**config.mk**
```make
export PLATFORM = sky130hd
export DESIGN_NAME = sgns_ctrl
export DESIGN_NICKNAME = d
export VERILOG_FILES = /design/src/hw/rtl/sgns_pkg.sv /design/src/hw/rtl/sgns_ctrl.sv
export SDC_FILE = /design/constraint.sdc
export NUM_CORES = 1
export LEC_CHECK = 0
export CAP_MARGIN = 20
export CORE_AREA = 2 2 39 41
export CTS_CLUSTER_DIAMETER = 80
export DETAILED_ROUTE_END_ITERATION = 10
export DIE_AREA = 0 0 41 43
export DONT_BUFFER_PORTS = 1
export HOLD_SLACK_MARGIN = 0.12
export PLACE_DENSITY = 0.47
export SLEW_MARGIN = 20
export SYNTH_ARGS = -nofsm -noshare
export SYNTH_HDL_FRONTEND = slang
export SYNTH_SLANG_ARGS = --single-unit
```
**constraint.sdc**
```tcl
create_clock -name i_clk -period 1.63 [get_ports i_clk]
set_input_delay 0.163 -clock i_clk [delete_from_list [all_inputs] [get_ports i_clk]]
set_output_delay 0.163 -clock i_clk [all_outputs]
set_load 0.005 [all_outputs]
```
**src/hw/rtl/sgns_pkg.sv**
```systemverilog
// Shared constants, types and the sigmoid table for the embedding trainer.
package sgns_pkg;

    // Table geometry.
    localparam int VOCAB_SIZE      = 4096;
    localparam int HIDDEN_MAX      = 128;
    localparam int SIGMOID_ENTRIES = 1024;

    localparam int ROW_W  = 12;
    localparam int ELEM_W = 7;
    localparam int HID_W  = $clog2(HIDDEN_MAX);
    localparam int DIM_W  = $clog2(HIDDEN_MAX + 1);
    localparam int ADDR_W = $clog2(VOCAB_SIZE * HIDDEN_MAX);
    localparam int DEPTH  = VOCAB_SIZE * HIDDEN_MAX;
    localparam int SIG_W  = $clog2(SIGMOID_ENTRIES);
    localparam longint SIG_STEP = (64'sd1 <<< 28) / SIGMOID_ENTRIES;

    localparam int ACC_W  = 48;
    localparam int PROB_W = 25;
    localparam int LR_W   = 25;
    localparam int G_W    = 28;

    // Command codes.
    localparam logic [2:0] CMD_TRAIN    = 3'd0;
    localparam logic [2:0] CMD_WR_IN    = 3'd1;
    localparam logic [2:0] CMD_WR_OUT   = 3'd2;
    localparam logic [2:0] CMD_RD_IN    = 3'd3;
    localparam logic [2:0] CMD_RD_OUT   = 3'd4;

    // Configuration register indexes.
    localparam logic REG_DIMS = 1'b0;
    localparam logic REG_LR   = 1'b1;

    localparam logic [7:0]      DIMS_RESET = 8'd128;
    localparam logic [LR_W-1:0] LR_RESET   = 25'd419430;

    typedef enum logic [3:0] {
        S_IDLE,
        S_DECODE,
        S_WRITE,
        S_READ,
        S_DOT,
        S_DOT_DRAIN,
        S_SIG,
        S_GRAD,
        S_UPD,
        S_UPD_DRAIN,
        S_FINISH
    } t_state;

    // Commands from the controller to the datapath.
    typedef struct packed {
        logic accept;
        logic dot_issue;
        logic upd_issue;
        logic rd_issue;
        logic wr_en;
        logic sig_load;
        logic grad_load;
        logic finish;
    } t_ctrl_cmd;

    // Status from the datapath to the controller.
    typedef struct packed {
        logic is_bad;
        logic is_write;
        logic is_read;
        logic dims_zero;
        logic walk_last;
        logic pipe_empty;
    } t_dp_stat;

    typedef logic [PROB_W-1:0] t_sig_rom [SIGMOID_ENTRIES];

    // Builds the sigmoid table at elaboration from a Taylor series of exp.
    function automatic t_sig_rom sig_rom_init();
        t_sig_rom    rom;
        longint      xs;
        logic [63:0] u, u2, u3, u4, y, d, num, rem, q, s;
        logic        neg;
        for (int i = 0; i < SIGMOID_ENTRIES; i++) begin
            xs  = -(64'sd1 <<< 27) + longint'(i) * SIG_STEP;
            neg = (xs < 0);
            u   = neg ? 64'(-xs) : 64'(xs);
            u2  = (u * u) >> 32;
            u3  = (u2 * u) >> 32;
            u4  = (u3 * u) >> 32;
            y   = (64'd1 << 32) - u + (u2 >> 1) - u3 / 6 + u4 / 24;
            for (int k = 0; k < 8; k++) begin
                if (y >= (64'd1 << 32))
                    y = 64'd1 << 32;
                else
                    y = (y * y + (64'd1 << 31)) >> 32;
            end
            d   = (64'd1 << 32) + y;
            num = (64'd1 << 56) + (d >> 1);
            rem = '0;
            q   = '0;
            for (int b = 63; b >= 0; b--) begin
                rem = {rem[62:0], num[b]};
                if (rem >= d) begin
                    rem  = rem - d;
                    q[b] = 1'b1;
                end
            end
            s = neg ? ((64'd1 << 24) - q) : q;
            rom[i] = s[PROB_W-1:0];
        end
        return rom;
    endfunction

    localparam t_sig_rom SIG_ROM = sig_rom_init();

endpackage

```
**src/hw/rtl/sgns_ctrl.sv**
```systemverilog
// Controller state machine that sequences commands and training passes.
module sgns_ctrl
    import sgns_pkg::*;
(
    input  logic      i_clk,
    input  logic      i_rst_n,
    input  logic      start,
    output logic      busy,
    input  t_dp_stat  i_stat,
    output t_ctrl_cmd o_cmd
);

    t_state r_state, n_state;

    // State register.
    always_ff @(posedge i_clk) begin
        if (!i_rst_n)
            r_state <= S_IDLE;
        else
            r_state <= n_state;
    end

    // Next state.
    always_comb begin
        n_state = r_state;
        unique case (r_state)
            S_IDLE:      if (start) n_state = S_DECODE;
            S_DECODE: begin
                priority if (i_stat.is_bad) n_state = S_FINISH;
                else if (i_stat.is_write)   n_state = S_WRITE;
                else if (i_stat.is_read)    n_state = S_READ;
                else if (i_stat.dims_zero)  n_state = S_DOT_DRAIN;
                else                        n_state = S_DOT;
            end
            S_WRITE:     n_state = S_FINISH;
            S_READ:      n_state = S_FINISH;
            S_DOT:       if (i_stat.walk_last) n_state = S_DOT_DRAIN;
            S_DOT_DRAIN: if (i_stat.pipe_empty) n_state = S_SIG;
            S_SIG:       n_state = S_GRAD;
            S_GRAD:      n_state = i_stat.dims_zero ? S_UPD_DRAIN : S_UPD;
            S_UPD:       if (i_stat.walk_last) n_state = S_UPD_DRAIN;
            S_UPD_DRAIN: if (i_stat.pipe_empty) n_state = S_FINISH;
            S_FINISH:    n_state = S_IDLE;
            default:     n_state = S_IDLE;
        endcase
    end

    // Outputs.
    always_comb begin
        o_cmd           = '0;
        busy            = (r_state != S_IDLE);
        o_cmd.accept    = (r_state == S_IDLE) && start;
        o_cmd.dot_issue = (r_state == S_DOT);
        o_cmd.upd_issue = (r_state == S_UPD);
        o_cmd.rd_issue  = (r_state == S_READ);
        o_cmd.wr_en     = (r_state == S_WRITE);
        o_cmd.sig_load  = (r_state == S_SIG);
        o_cmd.grad_load = (r_state == S_GRAD);
        o_cmd.finish    = (r_state == S_FINISH);
    end

endmodule

```
Word-level counts from Yosys, hierarchy flattened
Cells that the tools add are included.
- bits in registers: 4
- input bits: 9
- multiplexer cells: 11
- reduce and logical (&&, ||, !) cells: 5
- equality and inequality tests: 15
- operators with widths (kind ; number):
    $pmux W4 S9 ; 1
    $mux W4 ; 6
    $eq A4 B3 Y1 const B ; 4
    $eq A4 B4 Y1 const B ; 3
    $ne A2 B2 Y1 const B ; 5
    $eq A4 B2 Y1 const B ; 2
    $mux W3 ; 2
    $reduce_and A5 Y1 ; 1
    $eq A4 B1 Y1 const B ; 1
    $logic_not A4 Y1 ; 1
    $reduce_bool A4 Y1 ; 1
    $mux W1 ; 2
    $reduce_or A2 Y1 ; 1
    $logic_and A1 B1 Y1 ; 1

Logic depth before layout (Yosys ltp)
Gate-level depths: netlist of the first run.
- word-level depth: 5
- gate-level depth with buffers: 5
- gate-level depth less buffers: 4

Worst setup path after synthesis of the first run
No wires, ideal clock.
- path kind: register to register
- start point: reg r_state[0]
- end point: reg r_state[0]
- slack: 0.497 ns
- path buffers: 0
- stages on the path, launching flop included: 5
- data required time: 1.543 ns
- arrival time: 1.046 ns
- clock period less this slack: 1.133 ns
- cells stage by stage: dfxtp_1 mux2_4 a211oi_4 nand3_1 o31ai_1
- longest elaborated chain between the ends: 3
- elaborated cells between the ends (all ways): 18
- classes of those cells: 14 x eq/ne; 1 x mux; 3 x reduce/logical
- ends and longest elaborated chain (element ; RTL line ; source):
    from (decl) ; sgns_ctrl.sv:13 ; t_state r_state, n_state;
    from (signal assigned) ; sgns_ctrl.sv:20 ; r_state <= n_state;
    $eq A4 B2 Y1, or another cell as far along ; sgns_ctrl.sv:26 ; unique case (r_state)
    $reduce_or A2 Y1 (no source line) / $ne A2 B2 Y1 (equally long branches) ; n/a ;
    $pmux W4 S9 / $reduce_and A5 Y1 (equally long branches) ; n/a ;
Several ways; a longest one is shown, not always the timed one.
A chain may end at the register's enable or synchronous reset.

==> results by group, run 1 <==
Detailed routing
  – Drc violations: 0
  – Routed len/inst: around 13 um
  – Final WL: ~810 um
  – Routed via count: approximately 340
  – Final ANT Viol Nets: 0
  – Initial DRC Count: 6
  – Avg Vias per Cell: between 5 and 6
  – Drt first pass iters: 4

Floorplanning
  – I/O pins: 18
  – Die Height: 43 um
  – Core Footprint: 0.00138 mm2
  – Die area: between 0.0015 and 0.002 mm2
  – Die W: 41 um
  – FP Rows: 14
  – Initial core utilization: between 20% and 30%

Yosys
  – Post-Syn Area: 342 um2
  – Sequential share of the synthesized area: a little under a quarter
  – Synth warn: 0
  – Synthesized Nets: 54
  – Synth area leaders: dfxtp_1, nor3_1, a211oi_4
  – Top cell type's share of synthesized area: 23.4%
  – Library cells used by synthesis: 20
  – Yosys reg bits: 4
  – Mean post-synth cell area: 7.59 um2
  – Dominant cell type by area after synthesis: dfxtp_1
  – Synth Instances: 45

Layout
  – Commonest non-fill, non-tap cell in the layout: nor3_1
  – NumNets Final: between 50 and 60
  – Most frequent cells in the layout: nor3_1, nand2_1, nor2_1, a21oi_1, dfxtp_1
  – Top flop regs: r_state (4)
  – Layout cells sized above 1: 17.0%
  – Top reg by flops: r_state
  – Fillers: about 160
  – Number of antenna diodes: 0
  – Area delta synth->final: 11.4%
  – Max reg flops: 4

Worst setup path
  – Worst Path Arrival: 1260 ps
  – Reg2Reg Setup Slack: about 400 ps
  – Reg2reg path depth: 4
  – Worst reg2reg path startpoint: r_state[1]
  – Element type at the critical path start: register
  – Worst R2R End: r_state[1]
  – Crit path max fanout: 13
  – Worst setup EP type: output pin
  – Cell Chain, Critical Path: nand2_1 -> nor3_1
  – Largest stage delay, worst path: ~610 ps
  – Worst path required time: ~1500 ps
  – Crit Path Category: register to output pin
  – CP max-delay cell: dfxtp_1

Placed design
  – Post-detail-place hpwl: about 620 um
  – PortBufs: 0
  – GPL Wtd Cong: 0.629
  – Worst slack, placed: between 400 and 500 ps

STA
  – Final Worst Setup Slack: around 210 ps
  – Fin. max-slew vios: 0
  – Worst Skew: roughly 4.3 ps
  – Final min period: approximately 1400 ps
  – RSZ-0062 raised after global routing: no
  – Crit share post-route: around 87%
  – Worst-margin pin slew: approximately 480 ps
  – FMAX: about 700 MHz
  – # setup viols final: 0
  – Relative slew slack: about two thirds
  – Final hold viol count: 0
  – Setup_tns: 0 ps

Power and ir drop
  – Worst-case vdd ir drop: about 300 uV
  – Power density cells: ~1700 mW/mm2
  – Leakage: about 0.14 nW

Flow run
  – Max cap viols: 0

Clocking
  – Clock Sinks: 4
  – CTS Buf Count: 3
  – Register clock-pin slew on the reported worst setup and hold paths: roughly 40 ps
  – Clk_lat worst skew: 240 ps
  – # H-tree levels: 1
  – Clk root buf: clkbuf_4
  – Cts repair resizes: 0
  – Clock buffer depth: 2
  – CTS tree: yes

Worst hold path
  – Worst hold stages: 2
  – Endpoint, Worst Hold: r_state[0]
  – Hold wc startpoint: start
  – Hold Path Class: input pin to register

Outcome
  – Status: completed

Global routing
  – Antenna violations before repair: 0
  – Grt ovf: 0
  – Largest net degree at the start of global routing: 14
  – First-pass GRT wire length: roughly 1.2 mm
  – Number of global-route vias before repair: between 200 and 300
  – GRT Total Usage: 10.4%
==> Yosys cell counts <==
cell,number
a211oi_4,1
a21oi_1,4
and3_1,1
buf_2,2
buf_6,1
dfxtp_1,4
mux2_4,1
nand2_1,4
nand2b_1,2
nand2b_4,1
nand3_1,2
nor2_1,4
nor2_2,1
nor3_1,9
nor4bb_1,1
o2111ai_1,1
o211a_1,2
o21ai_0,2
o21ai_1,1
o31ai_1,1
==> layer usage <==
layer	up-vias	global-route usage, %	routed length [um]
li1	170	-	-
met1	145	11.3	339
met2	16	14.1	361
met3	4	4.71	89
met4	0	10.0	23
met5	-	0	0
==> critical path, delay by kind of cell, from the launching register on <==
kind	cells	cell delay, ps
flops	1	610
simple gates	2	400
==> per-stage QoR <==
stage	cell area [um2]	hold WS [ps]	std cells	utilization, %	power (mW)
6_report	380	191	63	27.5	0.636
2_1_floorplan	342	296	45	-	0.450
5_1_grt	380	227	63	27.5	0.692
3_5_place_dp	348	302	59	25.1	0.505
4_1_cts	380	187	63	27.5	0.641
3_3_place_gp	348	303	59	25.1	0.512
==> power breakdown <==
| part | total, mW | internal (mW) | leakage (nW) | switching, mW |
|---|---|---|---|---|
| combinational | 0.308 | 0.139 | 0.0969 | 0.169 |
| sequential | 0.198 | 0.132 | 0.0329 | 0.0661 |
| clock | 0.129 | 0.0828 | 0.0138 | 0.0467 |
==> cell type report <==
type	instances	area, um2	share of cell area [%]
multi-input combinational	38	240	63.2
clock buffer	3	22.5	5.92
tap	16	20.0	5.26
sequential	4	80.1	21.1
timing repair buffer	2	17.5	4.61
==> cells by family after synthesis <==
logic type	Yosys count	share of synthesized area [%]
buffers and inverters	3	6.23
AOI/OAI and AO/OA	12	26.7
muxes	1	4.39
and+or+nand+nor	25	39.2
DFF	4	23.4
==> worst max-delay path by stage <==
stage | from | end | depth (start not counted)
4_1_cts | r_state[1] | o_cmd[4] | 2
5_1_grt | r_state[1] | o_cmd[4] | 2
6_report | r_state[1] | o_cmd[4] | 2
3_5_place_dp | r_state[1] | r_state[0] | 4
2_1_floorplan | r_state[0] | r_state[0] | 4
3_3_place_gp | r_state[1] | r_state[0] | 4
==> repair_timing <==
item	CTS	global route
setup buffers	0	0
hold buffers	1	0
endpoints found under the setup margin	0	0
endpoints found under the hold margin	4	0
(Power assumes the default switching activity.)
==> run 2, diff against run 1 <==
--- a/config.mk
+++ b/config.mk
@@ -5,6 +5,7 @@
 export SDC_FILE = /design/constraint.sdc
 export NUM_CORES = 1
 export LEC_CHECK = 0
+export ABC_AREA = 1
 export CAP_MARGIN = 20
 export CORE_AREA = 2 2 39 41
 export CTS_CLUSTER_DIAMETER = 80
@@ -12,7 +13,7 @@
 export DIE_AREA = 0 0 41 43
 export DONT_BUFFER_PORTS = 1
 export HOLD_SLACK_MARGIN = 0.12
-export PLACE_DENSITY = 0.47
+export PLACE_DENSITY = 0.52
 export SLEW_MARGIN = 20
 export SYNTH_ARGS = -nofsm -noshare
 export SYNTH_HDL_FRONTEND = slang
==> run 2 against run 1 <==
Net effect:
- via count rose by 27%
- final cell count rose by 49%
- first-iteration DRC count rose by 120%
- largest power group unchanged
- highest routed layer is now met3
==> results by group, run 2 <==
Placed design
  – Placed inst area: 425 um2
  – Post-detail-place hpwl: around 760 um
  – Worst slack, placed: a little over 500 ps
  – GPL Wtd Cong: 0.772
  – PortBufs: 0

Power and ir drop
  – Power density cells: 1740 mW/mm2
  – Worst-case vdd ir drop: 784 uV
  – Leakage: roughly 0.26 nW

STA
  – Worst-margin pin slew: between 200 and 250 ps
  – RSZ-0062 raised after global routing: no
  – # setup viols final: 0
  – Setup_tns: 0 ps
  – Final min period: ~1200 ps
  – Final hold slack: ~160 ps
  – Relative slew slack: 83.5%
  – Final hold viol count: 0
  – Final Worst Setup Slack: between 300 and 400 ps
  – Fin. max-slew vios: 0
  – Crit share post-route: 76.6%
  – FMAX: approximately 800 MHz
  – Worst Skew: approximately 4.5 ps

Worst hold path
  – Hold Path Class: input pin to register
  – Hold wc startpoint: i_stat[5]
  – Endpoint, Worst Hold: r_state[3]
  – Worst hold stages: 4

Floorplanning
  – Die Height: 43 um
  – Die W: between 40 and 50 um
  – Core Footprint: approximately 0.0014 mm2
  – FP Rows: 14
  – I/O pins: 18
  – Die area: about 0.0018 mm2
  – Initial core utilization: between 20% and 30%

Clocking
  – CTS Buf Count: 3
  – CTS tree: yes
  – # H-tree levels: 1
  – Clock Sinks: 4
  – Clk root buf: clkbuf_4
  – Post-CTS setup repair buffer count: 0
  – Register clock-pin slew on the reported worst setup and hold paths: about 40 ps
  – Clk_lat worst skew: ~230 ps
  – Clock buffer depth: 2

Yosys
  – Sequential share of the synthesized area: 19.8%
  – Yosys reg bits: 4
  – Library cells used by synthesis: 12
  – Dominant cell type by area after synthesis: dfxtp_1
  – Synth warn: 0
  – EDFF count, synth: 0
  – Synth area leaders: dfxtp_1, nand2_1, nor2_1
  – Post-synth ARST share: 0%
  – Top cell type's share of synthesized area: about a fifth
  – Most common cell in the synthesized netlist: nand2_1
  – Mean post-synth cell area: approximately 5.5 um2
  – Synthesized Nets: between 80 and 90
  – Post-synth top cells: nand2_1, nor2_1, inv_1
  – Synth Instances: 74
  – Top FF cell, synth: dfxtp_1
  – Post-Syn Area: around 410 um2

Global routing
  – Antenna violations before repair: 0
  – Largest net degree at the start of global routing: 7
  – GRT Total Usage: roughly an eighth
  – First-pass GRT wire length: around 1.5 mm
  – Number of global-route vias before repair: roughly 360
  – Grt ovf: 0

Layout
  – Top flop regs: r_state (4)
  – Area delta synth->final: 13.0%
  – Commonest non-fill, non-tap cell in the layout: nand2_1
  – Layout cells sized above 1: approximately 24%
  – Seq. cell area: 80.1 um2
  – Number of antenna diodes: 0
  – Post-layout util: between 30% and 40%
  – NumNets Final: 89
  – Fillers: 170
  – Top reg by flops: r_state
  – Max reg flops: 4
  – Most frequent cells in the layout: nand2_1, nor2_1, inv_1, nand2_2, nand3_1
  – Multi-input gate area: ~270 um2
  – Fin area: ~460 um2

Worst setup path
  – Worst setup EP type: output pin
  – Worst reg2reg path startpoint: r_state[0]
  – Worst path required time: about 1500 ps
  – Crit Path Category: register to output pin
  – Reg2reg path depth: 8
  – Reg2Reg Setup Slack: around 500 ps
  – Worst Path Arrival: approximately 1100 ps
  – Crit path max fanout: 5
  – Element type at the critical path start: register
  – Worst R2R End: r_state[0]

Detailed routing
  – Drt first pass iters: 4
  – Routed len/inst: around 9.4 um
  – Routed via count: around 430
  – Initial DRC Count: 13
  – Avg Vias per Cell: roughly 4.5
  – Final ANT Viol Nets: 0
  – Drc violations: 0
  – Final WL: between 800 and 900 um

Flow run
  – Max cap viols: 0

Outcome
  – Status: completed
==> run 2: changes by cell type after synthesis, sizes merged, moves of 4 or more <==
cell	change
nand2	+22
nor3	-9
inv	+15
nor2	+17
a21oi	-4
nand3	+4
==> run 2: cell type report <==
type	count	share of cell area (%)
Tap cell	16	4.37
Multi-Input combinational cell	55	58.7
Timing Repair Buffer	1	2.19
Inverter	15	12.3
Sequential cell	4	17.5
Clock buffer	3	4.92
==> run 2: cells by family after synthesis <==
logic type / share of synthesized area, %
AOI/OAI and AO/OA: 1.54
and+or+nand+nor: 64.8
buffers and inverters: 13.9
DFF: 19.8
==> run 2: how the worst max path moves through the flow <==
stage               startpoint    endpoint  slack (ps)  cells past startpoint
global placement    r_state[0]  r_state[0]         490                      8
finish              r_state[0]    o_cmd[7]         380                      3
floorplan           r_state[0]  r_state[0]         650                      8
detailed placement  r_state[0]  r_state[0]         510                      8
global route        r_state[0]    o_cmd[7]         290                      3
CTS                 r_state[0]    o_cmd[7]         370                      3
==> run 2: report_power, final <==
| group | switching, mW | leakage [nW] | internal [mW] |
|---|---|---|---|
| registers | 0.0559 | 0.0329 | 0.135 |
| clock network | 0.0375 | 0.0138 | 0.0822 |
| logic | 0.316 | 0.211 | 0.171 |
==> run 2: through the flow <==
stage	power, mW	cells
after floorplan	0.592	74
after global placement	0.687	90
after detailed placement	0.678	90
after CTS	0.805	94
after global routing	0.883	94
final	0.797	94
==> run 2: repair_timing <==
item,4_1_cts,5_1_grt
resized for setup,0,0
endpoints found under the hold margin,4,0
endpoints found under the setup margin,0,0
hold buffers,1,0
==> run 2: layer usage <==
layer / part of all wire (%) / vias up / track usage [%]
li1: - / 225 / -
met5: 0 / - / 0
met3: 7.2 / 0 / 4.71
met1: 44 / 189 / 16.1
met2: 49 / 11 / 18.1
met4: 0 / 0 / 2.00
==> run 2: worst max-delay path: stages, from the launching register on <==
cell,delay (ps)
dfxtp_1,370
nor2_2,240
nand2_1,120
nor2_1,130
==> run 3, diff against run 2 <==
==> constraint.sdc (replaced) <==
create_clock -name i_clk -period 1.2 [get_ports i_clk]
set_input_delay 0.12 -clock i_clk [delete_from_list [all_inputs] [get_ports i_clk]]
set_output_delay 0.12 -clock i_clk [all_outputs]
set_load 0.005 [all_outputs]
==> run 3 against run 2 <==
Net effect:
- flip-flop and latch count stayed put
- global-route usage increased by 0.20 points
- wire length down 2.0%
- clock power rose by 36%
- highest routed layer unchanged
==> results by group, run 3 (synthesized netlist as in run 2, its figures left out) <==
Layout
  – Layout cells sized above 1: 24.4%
  – Area delta synth->final: 14.2%
  – NumNets Final: between 80 and 90
  – Most frequent cells in the layout: nand2_1, nor2_1, inv_1, nand2_2, nand3_1
  – Commonest non-fill, non-tap cell in the layout: nand2_1
  – Fillers: 169
  – Number of antenna diodes: 0
  – Top reg by flops: r_state
  – Top flop regs: r_state (4)
  – Max reg flops: 4

Detailed routing
  – Final ANT Viol Nets: 0
  – Drt first pass iters: 4
  – Avg Vias per Cell: around 4.2
  – Drc violations: 0
  – Routed via count: around 400
  – Routed len/inst: about 9 um
  – Final WL: between 800 and 900 um
  – Initial DRC Count: 2

Floorplanning
  – I/O pins: 18
  – Die area: between 0.0015 and 0.002 mm2
  – FP Rows: 14
  – Die W: ~40 um
  – Initial core utilization: 29.3%
  – Core Footprint: approximately 0.0014 mm2
  – Die Height: 43 um

Worst setup path
  – Worst Path Arrival: around 1000 ps
  – CP max-delay cell: dfxtp_1
  – Largest stage delay, worst path: about 360 ps
  – Crit path max fanout: 5
  – Worst setup EP type: output pin
  – Cell Chain, Critical Path: nor2_4 -> nand2_1 -> nor2_1
  – Worst reg2reg path startpoint: r_state[1]
  – Crit Path Category: register to output pin
  – Worst path required time: ~1100 ps
  – Reg2Reg Setup Slack: roughly 120 ps
  – Worst R2R End: r_state[3]
  – Reg2reg path depth: 7
  – Element type at the critical path start: register

Power and ir drop
  – Switching share of total power: around half
  – Clock share of power: 15.0%
  – Switching power: 548 uW
  – Sequential power share: between 20% and 30%
  – Power density cells: between 2000 and 2500 mW/mm2
  – Internal Power: 534 uW
  – Comb pwr share: between 60% and 70%
  – Worst-case vdd ir drop: approximately 600 uV
  – Leakage: around 0.26 nW

Global routing
  – GRT Total Usage: between 10 and 15%
  – First-pass GRT wire length: roughly 1.5 mm
  – Number of global-route vias before repair: between 300 and 400
  – Grt ovf: 0
  – Largest net degree at the start of global routing: 7
  – Antenna violations before repair: 0

Outcome
  – Status: completed

Clocking
  – CTS tree: yes
  – Clock buffer depth: 2
  – # H-tree levels: 1
  – CTS Buf Count: 3
  – Clk root buf: clkbuf_4
  – Clk_lat worst skew: about 230 ps
  – Register clock-pin slew on the reported worst setup and hold paths: 40 ps
  – Clock Sinks: 4
  – Post-CTS setup repair buffer count: 0

STA
  – FMAX: about 900 MHz
  – Crit share post-route: a little over 90%
  – Final hold slack: about 130 ps
  – Final Worst Setup Slack: between 90 and 100 ps
  – Worst-margin pin slew: around 250 ps
  – Final hold viol count: 0
  – Fin. max-slew vios: 0
  – Worst Skew: ~3.9 ps
  – RSZ-0062 raised after global routing: no
  – Relative slew slack: a little over four fifths
  – Final min period: approximately 1100 ps
  – Setup_tns: 0 ps
  – # setup viols final: 0

Worst hold path
  – Hold Path Class: input pin to register
  – Endpoint, Worst Hold: r_state[3]
  – Hold wc startpoint: i_stat[5]
  – Worst hold stages: 4

Placed design
  – GPL Wtd Cong: 0.714
  – Post-detail-place hpwl: 758 um
  – PortBufs: 0
  – Worst slack, placed: 119 ps

Flow run
  – Max cap viols: 0
run 3: area by class of cell:
cell class	instances	area (um2)	share of cell area (%)
multi-input combinational	55	274	59.2
timing repair buffer	1	10.0	2.16
sequential	4	80.1	17.3
tap	16	20.0	4.32
clock buffer	3	22.5	4.86
inverter	15	56.3	12.2
run 3: power groups by stage:
stage | combinational, mW | clock (mW) | sequential [mW]
3_3_place_gp | 0.659 | 0 | 0.257
5_1_grt | 0.757 | 0.179 | 0.277
4_1_cts | 0.661 | 0.171 | 0.254
3_5_place_dp | 0.655 | 0 | 0.257
2_1_floorplan | 0.558 | 0 | 0.246
6_report | 0.654 | 0.163 | 0.266
run 3: critical path: cells and delay by family, from the launching register on:
family / cells / cell delay, ps
flip-flops: 1 / 360
AND/OR/NAND/NOR: 3 / 400
run 3: worst max path at each step:
stage	startpoint	end	slack, ps	cells after the start
CTS	r_state[0]	o_cmd[7]	30	3
floorplan	r_state[0]	r_state[0]	220	8
detailed placement	r_state[2]	r_state[1]	120	7
global route	r_state[1]	o_cmd[7]	1	3
global placement	r_state[2]	r_state[1]	120	7
finish	r_state[1]	o_cmd[7]	90	3
run 3: routing by layer:
metal / GRT usage [%] / up-vias / wire length, um
li1: - / 223 / -
met1: 12.9 / 167 / 351
met2: 21.9 / 7 / 462
met3: 1.57 / 0 / 48
met4: 6.00 / 0 / 0
met5: 0 / - / 0
run 3: per-stage QoR:
stage	area [um2]	util (%)	power (mW)	cells
2_1_floorplan	405	-	0.804	74
3_3_place_gp	425	30.7	0.916	90
3_5_place_dp	425	30.7	0.912	90
4_1_cts	458	33.1	1.09	94
5_1_grt	463	33.5	1.21	94
6_report	463	33.5	1.08	94
run 3: repair_timing:
action | CTS | global route
endpoints found under the hold margin | 4 | 0
endpoints found under the setup margin | 0 | 2
hold buffers | 1 | 0
gates resized for setup | 0 | 1
